### config.mk
export PLATFORM = sky130hd
export DESIGN_NAME = bcd_convert_digit_shift
export DESIGN_NICKNAME = d
export VERILOG_FILES = /design/src/design/bcds_pkg.sv /design/src/design/bcd_convert_digit_shift.sv
export VERILOG_INCLUDE_DIRS = /design/src /design/src/design
export SDC_FILE = /design/constraint.sdc
export NUM_CORES = 1
export LEC_CHECK = 0
export ABC_AREA = 1
export BUFFER_PORTS_ARGS = -buffer_cell sky130_fd_sc_hd__clkbuf_2
export CAP_MARGIN = 0
export CORE_UTILIZATION = 35
export DETAILED_ROUTE_END_ITERATION = 8
export GPL_TIMING_DRIVEN = 0
export SYNTH_ARGS = -nofsm -noshare
export SYNTH_HDL_FRONTEND = slang
export SYNTH_SLANG_ARGS = --single-unit
export TNS_END_PERCENT = 5
### constraint.sdc
create_clock -name clk -period 8.8 [get_ports clk]
set_input_delay 1.76 -clock clk [delete_from_list [all_inputs] [get_ports clk]]
set_output_delay 1.76 -clock clk [all_outputs]
set_load 0.01 [all_outputs]
### src/design/bcd_convert_digit_shift_defines.svh
// ----------------------------------------------------------------------------
// Assertion macros for the BCD convert and digit shift block
// Each macro expects clk and rst_n in scope at the point of use.
// ----------------------------------------------------------------------------
`ifndef BCD_CONVERT_DIGIT_SHIFT_DEFINES_SVH
`define BCD_CONVERT_DIGIT_SHIFT_DEFINES_SVH

// Same-cycle implication, checked outside reset
`define BCDS_ASSERT_NOW(label, ante, cons, msg) \
    label: assert property (@(posedge clk) disable iff (!rst_n) (ante) |-> (cons)) \
        else $error(msg);

// Next-cycle implication, checked outside reset
`define BCDS_ASSERT_NEXT(label, ante, cons, msg) \
    label: assert property (@(posedge clk) disable iff (!rst_n) (ante) |=> (cons)) \
        else $error(msg);

`endif

### src/design/bcds_pkg.sv
// ----------------------------------------------------------------------------
// bcds_pkg
// Fixed widths, stage sizing and codes for the BCD convert and digit shift.
// ----------------------------------------------------------------------------
package bcds_pkg;

    // Field widths fixed by the interface
    localparam int VALUE_W   = 27;
    localparam int SHIFT_W   = 4;
    localparam int INDEX_W   = 4;
    localparam int DIGIT_W   = 4;
    localparam int BCD_OUT_W = 32;

    // Binary bits taken per double-dabble stage, digits per Horner stage
    localparam int BITS_PER_STAGE   = 4;
    localparam int DIGITS_PER_STAGE = 4;
    localparam int DAB_STAGES = (VALUE_W + BITS_PER_STAGE - 1) / BITS_PER_STAGE;

    // Function codes
    localparam logic FUNC_SHIFT_LEFT  = 1'b0;
    localparam logic FUNC_SHIFT_RIGHT = 1'b1;

    // Ten to the power n, for elaboration-time limits only
    function automatic logic [63:0] pow10(input int n);
        logic [63:0] m;
        m = 64'd1;
        for (int i = 0; i < n; i++)
        begin
            m = m * 64'd10;
        end
        return m;
    endfunction

endpackage

### src/design/bcd_convert_digit_shift.sv
// ----------------------------------------------------------------------------
// bcd_convert_digit_shift
// Binary to packed BCD, digit select and decimal digit shift, fully pipelined.
// ----------------------------------------------------------------------------
// Pipeline: 9 + ceil(DIGITS/4) register stages: the capture stage, the
//   double-dabble stages, the digit shift stage and the Horner stages.
// Throughput: one transaction per cycle unless result_stall holds the pipe;
//   four binary bits per double-dabble stage, four digits per Horner stage.
// Reset clears the stage valid bits only; payload registers are not reset.
// ----------------------------------------------------------------------------
`include "bcd_convert_digit_shift_defines.svh"

module bcd_convert_digit_shift
    import bcds_pkg::*;
#(
    parameter int DIGITS = 8
)
(
    input  logic                 clk,
    input  logic                 rst_n,
    input  logic                 item_valid,
    output logic                 item_stall,
    input  logic                 func,
    input  logic [VALUE_W-1:0]   value,
    input  logic [SHIFT_W-1:0]   shift_digits,
    input  logic [INDEX_W-1:0]   digit_index,
    output logic                 result_valid,
    input  logic                 result_stall,
    output logic [BCD_OUT_W-1:0] bcd_value,
    output logic [DIGIT_W-1:0]   selected_digit,
    output logic [VALUE_W-1:0]   shifted_value,
    output logic                 range_error
);

    localparam int          BW          = DIGIT_W * DIGITS;
    localparam logic [63:0] MAX_DEC     = pow10(DIGITS) - 64'd1;
    localparam int          HOR_STAGES  = (DIGITS + DIGITS_PER_STAGE - 1) / DIGITS_PER_STAGE;
    localparam int          SHIFT_STAGE = 1 + DAB_STAGES;
    localparam int          NSTAGES     = SHIFT_STAGE + 1 + HOR_STAGES;

    typedef struct packed {
        logic                 func;
        logic [SHIFT_W-1:0]   sh;
        logic [INDEX_W-1:0]   idx;
        logic                 err;
        logic [VALUE_W-1:0]   bin;
        logic [BW-1:0]        bcd;
        logic [BW-1:0]        sft;
        logic [DIGIT_W-1:0]   dig;
        logic [VALUE_W-1:0]   acc;
    } stage_t;

    stage_t stage_reg   [NSTAGES];
    logic   valid_reg   [NSTAGES];
    logic   stage_ready [NSTAGES+1];

    // One double-dabble step: correct every digit, then shift in one bit
    function automatic logic [BW-1:0] dabble_step(input logic [BW-1:0] b, input logic bit_in);
        logic [BW-1:0] t;
        t = b;
        for (int i = 0; i < DIGITS; i++)
        begin
            if (t[DIGIT_W*i +: DIGIT_W] >= DIGIT_W'(5))
            begin
                t[DIGIT_W*i +: DIGIT_W] = t[DIGIT_W*i +: DIGIT_W] + DIGIT_W'(3);
            end
        end
        return {t[BW-2:0], bit_in};
    endfunction

    // Every nibble of a result word is a decimal digit
    function automatic logic bcd_word_ok(input logic [BCD_OUT_W-1:0] w);
        logic ok;
        ok = 1'b1;
        for (int i = 0; i < BCD_OUT_W / DIGIT_W; i++)
        begin
            if (w[DIGIT_W*i +: DIGIT_W] > DIGIT_W'(9))
            begin
                ok = 1'b0;
            end
        end
        return ok;
    endfunction

    // Ready chain: a stage advances when empty or when the next one advances
    assign stage_ready[NSTAGES] = !result_stall;
    assign item_stall           = !stage_ready[0];

    genvar k;
    generate
        for (k = 0; k < NSTAGES; k++)
        begin : g_stage
            stage_t stage_next;
            logic   valid_next;

            assign stage_ready[k] = !valid_reg[k] || stage_ready[k+1];

            if (k == 0)
            begin : g_capture
                // Capture the transaction and flag values out of range
                assign valid_next = item_valid;
                always_comb
                begin
                    stage_next      = '0;
                    stage_next.func = func;
                    stage_next.sh   = shift_digits;
                    stage_next.idx  = digit_index;
                    stage_next.bin  = value;
                    stage_next.err  = (64'(value) > MAX_DEC);
                end
            end
            else if (k < SHIFT_STAGE)
            begin : g_dabble
                // Convert the next group of binary bits, MSB first
                assign valid_next = valid_reg[k-1];
                always_comb
                begin
                    stage_next = stage_reg[k-1];
                    for (int s = 0; s < BITS_PER_STAGE; s++)
                    begin
                        if ((k - 1) * BITS_PER_STAGE + s < VALUE_W)
                        begin
                            stage_next.bcd = dabble_step(stage_next.bcd,
                                                         stage_next.bin[VALUE_W-1]);
                            stage_next.bin = {stage_next.bin[VALUE_W-2:0], 1'b0};
                        end
                    end
                end
            end
            else if (k == SHIFT_STAGE)
            begin : g_shift
                // Select the digit, shift by whole digits, zero on range error
                assign valid_next = valid_reg[k-1];
                always_comb
                begin
                    stage_next     = stage_reg[k-1];
                    stage_next.dig = '0;
                    for (int i = 0; i < DIGITS; i++)
                    begin
                        if ({1'b0, stage_next.idx} == (INDEX_W+1)'(i + 1))
                        begin
                            stage_next.dig = stage_next.bcd[DIGIT_W*i +: DIGIT_W];
                        end
                    end
                    if (stage_next.func == FUNC_SHIFT_RIGHT)
                    begin
                        stage_next.sft = stage_next.bcd >> {stage_next.sh, 2'b00};
                    end
                    else
                    begin
                        stage_next.sft = stage_next.bcd << {stage_next.sh, 2'b00};
                    end
                    stage_next.acc = '0;
                    if (stage_next.err)
                    begin
                        stage_next.bcd = '0;
                        stage_next.sft = '0;
                        stage_next.dig = '0;
                    end
                end
            end
            else
            begin : g_horner
                // Fold the next group of digits into the binary result, top first
                assign valid_next = valid_reg[k-1];
                always_comb
                begin
                    stage_next = stage_reg[k-1];
                    for (int s = 0; s < DIGITS_PER_STAGE; s++)
                    begin
                        if ((k - SHIFT_STAGE - 1) * DIGITS_PER_STAGE + s < DIGITS)
                        begin
                            stage_next.acc = (stage_next.acc << 3) + (stage_next.acc << 1)
                                + VALUE_W'(stage_next.sft[DIGIT_W * (DIGITS - 1
                                  - ((k - SHIFT_STAGE - 1) * DIGITS_PER_STAGE + s))
                                  +: DIGIT_W]);
                        end
                    end
                end
            end

            // Advance the valid bit
            always_ff @(posedge clk or negedge rst_n)
            begin
                if (!rst_n)
                begin
                    valid_reg[k] <= 1'b0;
                end
                else if (stage_ready[k])
                begin
                    valid_reg[k] <= valid_next;
                end
            end

            // Advance the payload; hold it while stalled
            always_ff @(posedge clk)
            begin
                if (stage_ready[k] && valid_next)
                begin
                    stage_reg[k] <= stage_next;
                end
            end
        end
    endgenerate

    // Drive the result from the last stage
    logic [63:0] bcd_ext;
    assign bcd_ext        = 64'(stage_reg[NSTAGES-1].bcd);
    assign result_valid   = valid_reg[NSTAGES-1];
    assign bcd_value      = bcd_ext[BCD_OUT_W-1:0];
    assign selected_digit = stage_reg[NSTAGES-1].dig;
    assign shifted_value  = stage_reg[NSTAGES-1].acc;
    assign range_error    = stage_reg[NSTAGES-1].err;

    // Checks
    `BCDS_ASSERT_NOW(a_range_zero, result_valid && range_error,
        bcd_value == '0 && selected_digit == '0 && shifted_value == '0,
        "range error result carries non-zero fields")
    `BCDS_ASSERT_NOW(a_bcd_digits, result_valid, bcd_word_ok(bcd_value),
        "bcd_value holds a nibble above nine")
    `BCDS_ASSERT_NOW(a_sel_digit, result_valid, selected_digit <= DIGIT_W'(9),
        "selected_digit above nine")
    `BCDS_ASSERT_NOW(a_stall_full, item_stall, valid_reg[0],
        "input stalled while first stage is empty")
    `BCDS_ASSERT_NEXT(a_accept_load, item_valid && !item_stall, valid_reg[0],
        "accepted transaction not captured")

endmodule

; ---- Word-level counts from Yosys, hierarchy flattened
; Memories as Yosys holds them, arrays and structs flattened.
; Index checks and enable logic that the tools add are counted.
[totals]
register_bits = 11
wordCells = 754
memories = 1
out_inout_bits = 66
mem_bits_rw = 1452
[memory_table]
columns = memory, depth, width, rd, rd_clocked_by_memory_dff, wr, line
row1 = stage_reg, 11, 132, 11, 0, 11, bcd_convert_digit_shift.sv:53  ; stage_t stage_reg [NSTAGES];
[op_classes]
n_eq_ne = 8
n_reduce_logical = 35
add_sub_neg = 232
muxes = 248
shifts = 2
order_cmp = 217
[op_table]
columns = cell, n
row1 = "4-bit by 3-bit greater-or-equal comparator with 1-bit output, second input constant", 216
row2 = 4-bit 2-to-1 mux, 197
row3 = "4-bit by 2-bit adder with 4-bit output, second input constant", 189
row4 = "3-bit by 2-bit adder with 3-bit output, second input constant", 27
row5 = 3-bit 2-to-1 mux, 27
row6 = 68-bit 2-to-1 mux, 1
row7 = 27-bit adder, 2
row8 = 27-bit by 4-bit adder with 27-bit output, 2
row9 = 26-bit adder, 2
row10 = 26-bit by 4-bit adder with 26-bit output, 2
row11 = 25-bit adder, 2
row12 = 25-bit by 4-bit adder with 25-bit output, 2
row13 = 24-bit adder, 2
row14 = 24-bit by 4-bit adder with 24-bit output, 2
row15 = 32-bit 2-to-1 mux, 1
row16 = 32-bit by 6-bit << shifter with 32-bit output, 1
row17 = 32-bit by 6-bit >> shifter with 32-bit output, 1
row18 = "27-bit > comparator, second input constant", 1
row19 = 1-bit 2-to-1 mux, 22
row20 = "4-bit by 3-bit == test with 1-bit output, second input constant", 4
row21 = 1-bit zero test, 13
row22 = 1-bit logical AND, 11
row23 = 1-bit logical OR, 11
row24 = "4-bit by 2-bit == test with 1-bit output, second input constant", 2
row25 = other kinds (2), 2

; ---- Logic depth before layout (Yosys ltp)
[logic_depth]
word_depth = 15
depth_mapped = 47
ltp_nobuf = 47

; ---- Worst setup path before layout
; No wires, ideal clock.
[synth_timing]
path_type = reg2reg
start = mem stage_reg[9][47] in the netlist's numbering
end = mem stage_reg[10][26] in the netlist's numbering (data pin)
synth_period_minus_slack_ns = 6.977
path_stages_with_launch = 38
path_slack_ns = 1.823
t_arrival_ns = 6.725
cell_sequence = edfxtp_1 inv_1 fa_1 fa_1 inv_1 a31oi_1 o221ai_1 nand2_1 a21oi_1 xor2_1 ha_1 ha_1 nand2_1 inv_1 a21oi_1 nand2_1 a21oi_1 o21bai_1 [2 not listed] nor2_1 xnor2_1 ha_1 ha_1 nand2_1 nor4_1 nand3_1 nand3_1 xor2_1 ha_1 ha_1 inv_1 nor3_1 nand2_1 o221ai_1 nor2_1 nand3_1 nand2_1
[synth_rtl]
columns = element, line
row1 = from (decl), bcd_convert_digit_shift.sv:53

==> results summary <==
The count of cells along the worst register-to-register path is 39. Ranked by total cell area, the synthesized netlist is headed by edfxtp_1, ha_1, nand2_1. The slack of the critical path came out at 0.823 ns. The delay of the slowest cell on the worst path came out at 0.50 ns.

The synthesis-to-finish area growth is 12.1%. The filler cell count came out at 10,300. The final RePlAce weighted congestion is 0.940.

In the final layout, the share of cells above drive strength 1 is 0.0912. At the end of the flow, the number of nets in the layout was 4,801. The tree is rooted in a clkbuf_16.

OpenSTA, run right after detailed placement, puts the worst setup slack at 0.690 ns. The all-layer global routing usage is 0.137. The worst path required time came out at 9.20 ns. Data arrives at the worst endpoint at 8.38 ns.

The number of rows in the core area is 118. The most critical setup path has its endpoint at stage_reg[10][26]. For the pin with the worst max-slew slack, the measured transition is 0.907 ns. The worst-case headroom to the max-slew limit came out at 0.395. The antenna diode count came out at 0. At the later pin of the worst-skew pair, clock insertion delay measures 0.64 ns.

TritonCTS built the clock tree. The starting density of the core came out at 0.355. The global-route wire length before repair came out at 123,000 um.

The most common cell in the synthesized netlist is nand2_1. The die boundary height came out at 327 um. By startpoint and endpoint, the worst setup path is classified as flip-flop to flip-flop. The maximum fanout count along the critical path is 5.

In the synthesized netlist, the cells that appear most often are nand2_1, inv_1, edfxtp_1, ha_1, nor2_1. The area of the mapped netlist is 37,000 sq um. The number of standard cells after synthesis is 4,143. The worst register-to-register path begins at stage_reg[9][47]. The maximum buffer depth of the clock tree is 3. The remaining number of nets flagged by the antenna check after routing came out at 0. Summed over all layers, the global routing overflow is 0. The critical path starts at stage_reg[9][47]. The number of top-level pins is 106. The area of the core came out at 104,000 sq um. The number of placed instances, taps included came out at 5,637. After clock tree synthesis, the clock-pin slew on the worst setup and hold paths is 0.07 ns.

The setup fix buffers added after clock tree synthesis is 0. The family of cells with the greatest summed delay on the critical path is adder cells. The area of the die is 107,000 sq um. The average instance area after synthesis is 8.93 sq um. The biggest area contributor in the post-synthesis netlist is edfxtp_1. The count of different cell masters after synthesis is 57. The H-tree level count came out at 2.

The number of sinks driven by the clock tree came out at 538. The path length in cells of the critical path is 39. The via count of the first global-routing pass is 26,700.

The slowest cell on the critical path is fa_1. The number of enable flip-flop cells after synthesis is 527. The worst register-to-register path has a setup slack of 0.82 ns. The number of hold violations in the final report came out at 0. The flow ran to the end, and the final reports show no timing, DRC or antenna violations. The count of yosys warnings during synthesis is 0. The number of failing setup endpoints in the final timing report is 0. The count of buffers from port buffering is 105. STA classifies the critical path startpoint as a flip-flop.

The portion of synthesized cell area occupied by the leading cell type came out at 0.428. The synthesis-stage register bit count is 538. The average routed wire per standard cell came out at 12.6 um.

After layout, the minimum clock period comes to 7.98 ns. The proportion of register bits with asynchronous set or reset after synthesis came out at 0.0204. The worst setup path is captured at a flip-flop. Detailed routing inserted a total of 27,000 vias. The final non-filler cell total came out at 5,746. The half-perimeter wire length after placement came out at 56,800 um. The worst hold path belongs to the class flip-flop to flip-flop.

The max-slew violation count came out at 0. The count of buffering cells on the critical path with inverters included came out at 5. The ratio of routed vias to standard cells came out at 4.70. The net count after synthesis came out at 4,626. The number of DRC violations after detailed-routing iteration 0 is 1,264.

The floorplan die width came out at 327 um. The register with the most flip-flops in the layout has 527 of them. The number of buffers inserted by hold repair at cts came out at 0. Setup repair after global routing left no endpoint under its margin.

The sum of negative setup slack came out at 0 ns. The final clock skew is 0.0219 ns. The share of the clock period used by the worst path is 0.906. The number of detailed-routing iterations run before antenna repair came out at 5. The pin count of the biggest net entering global routing came out at 45. The number of maximum-capacitance constraint violations is 0. Once layout is complete, the utilization of the core stands at 0.398. The highest attainable clock frequency is 125 MHz. The routed design has 72,600 um of wire. TritonCTS created 59 clock buffers. The number of antenna violations at the first check in global routing came out at 0. The worst register-to-register path ends at stage_reg[10][26]. For this run, the register share of the synthesized area comes to 0.435. In the synthesized netlist the dominant register cell turns out to be edfxtp_1.

The remaining design rule violation count came out at 0.
per-layer routing:
| layer | share of wire | GRT usage | vias up | wire [um] |
|---|---|---|---|---|
| li1 | - | - | 14200 | - |
| met1 | 0.44 | 0.163 | 12200 | 31900 |
| met5 | 0 | 0 | - | 0 |
| met3 | 0.045 | 0.0202 | 151 | 3270 |
| met4 | 0.034 | 0.0477 | 0 | 2440 |
| met2 | 0.48 | 0.249 | 460 | 35000 |
cell type report:
class / count / area [sq um] / area share
multi-input combinational: 2844 / 18100 / 0.437
clock inverter: 44 / 457 / 0.0110
timing repair buffer: 114 / 713 / 0.0172
inverter: 720 / 2700 / 0.0652
buffer: 41 / 155 / 0.00374
clock buffer: 65 / 1500 / 0.0362
sequential: 538 / 16100 / 0.388
tap: 1380 / 1730 / 0.0417
worst reg2reg max path: cells and delay by family, from the launching register on:
family,cells,cell delay [ns]
adders and majority gates,8,2.88
and+or+nand+nor,17,2.19
AOI/OAI and AO/OA,6,1.14
xor gates and xnor gates,3,0.74
DFF,1,0.43
buffers and inverters,5,0.38
how the worst min path moves through the flow:
stage | start | to | slack (ns) | depth (start not counted)
6_report | stage_reg[9][76] | stage_reg[10][76] | 0.41 | 0
5_1_grt | stage_reg[2][109] | stage_reg[3][113] | 0.42 | 0
4_1_cts | stage_reg[9][76] | stage_reg[10][76] | 0.41 | 0
3_5_place_dp | stage_reg[9][90] | stage_reg[10][90] | 0.40 | 0
3_3_place_gp | stage_reg[3][111] | stage_reg[4][115] | 0.40 | 0
2_1_floorplan | stage_reg[9][122] | stage_reg[10][122] | 0.40 | 0
cells by family after synthesis:
logic type	share of synthesized area
buffers and inverters	0.0773
DFF	0.435
xor gates and xnor gates	0.0530
adders and majority gates	0.153
and+or+nand+nor	0.166
muxes	0.00139
AOI/OAI and AO/OA	0.114
timing repair:
item | in CTS | in global routing
gates resized for setup | 0 | 2
setup endpoints to repair | 0 | 1
endpoints found under the hold margin | 0 | 0
cells in the final DEF (no fill, tap or decap), types with 14 or more instances in the layout:
master / n
nand3_2: 17
a31oi_1: 24
nand3_1: 162
o21ai_2: 63
xnor2_1: 44
nand2_1: 851
nor2_1: 304
o21a_1: 14
edfxtp_1: 527
clkinv_1: 20
o21ai_0: 196
o21ai_1: 83
a211oi_1: 17
clkbuf_1: 42
fa_1: 14
inv_2: 47
xor2_1: 150
inv_1: 669
ha_1: 429
xor2_2: 14
clkbuf_16: 59
nand4_1: 23
clkbuf_2: 105
a21oi_1: 224
o21bai_1: 17
nor3_1: 21
nand2_2: 24
o211ai_1: 25
metrics by stage:
stage	hold WS, ns	area (sq um)
4_1_cts	0.411	41400
5_1_grt	0.418	41500
6_report	0.411	41500
2_1_floorplan	0.400	37000
3_5_place_dp	0.405	39500
3_3_place_gp	0.402	39200
Power is left out: the tool's default activity adds up to more than one toggle a clock period on the data nets, which glitch-free logic cannot reach.
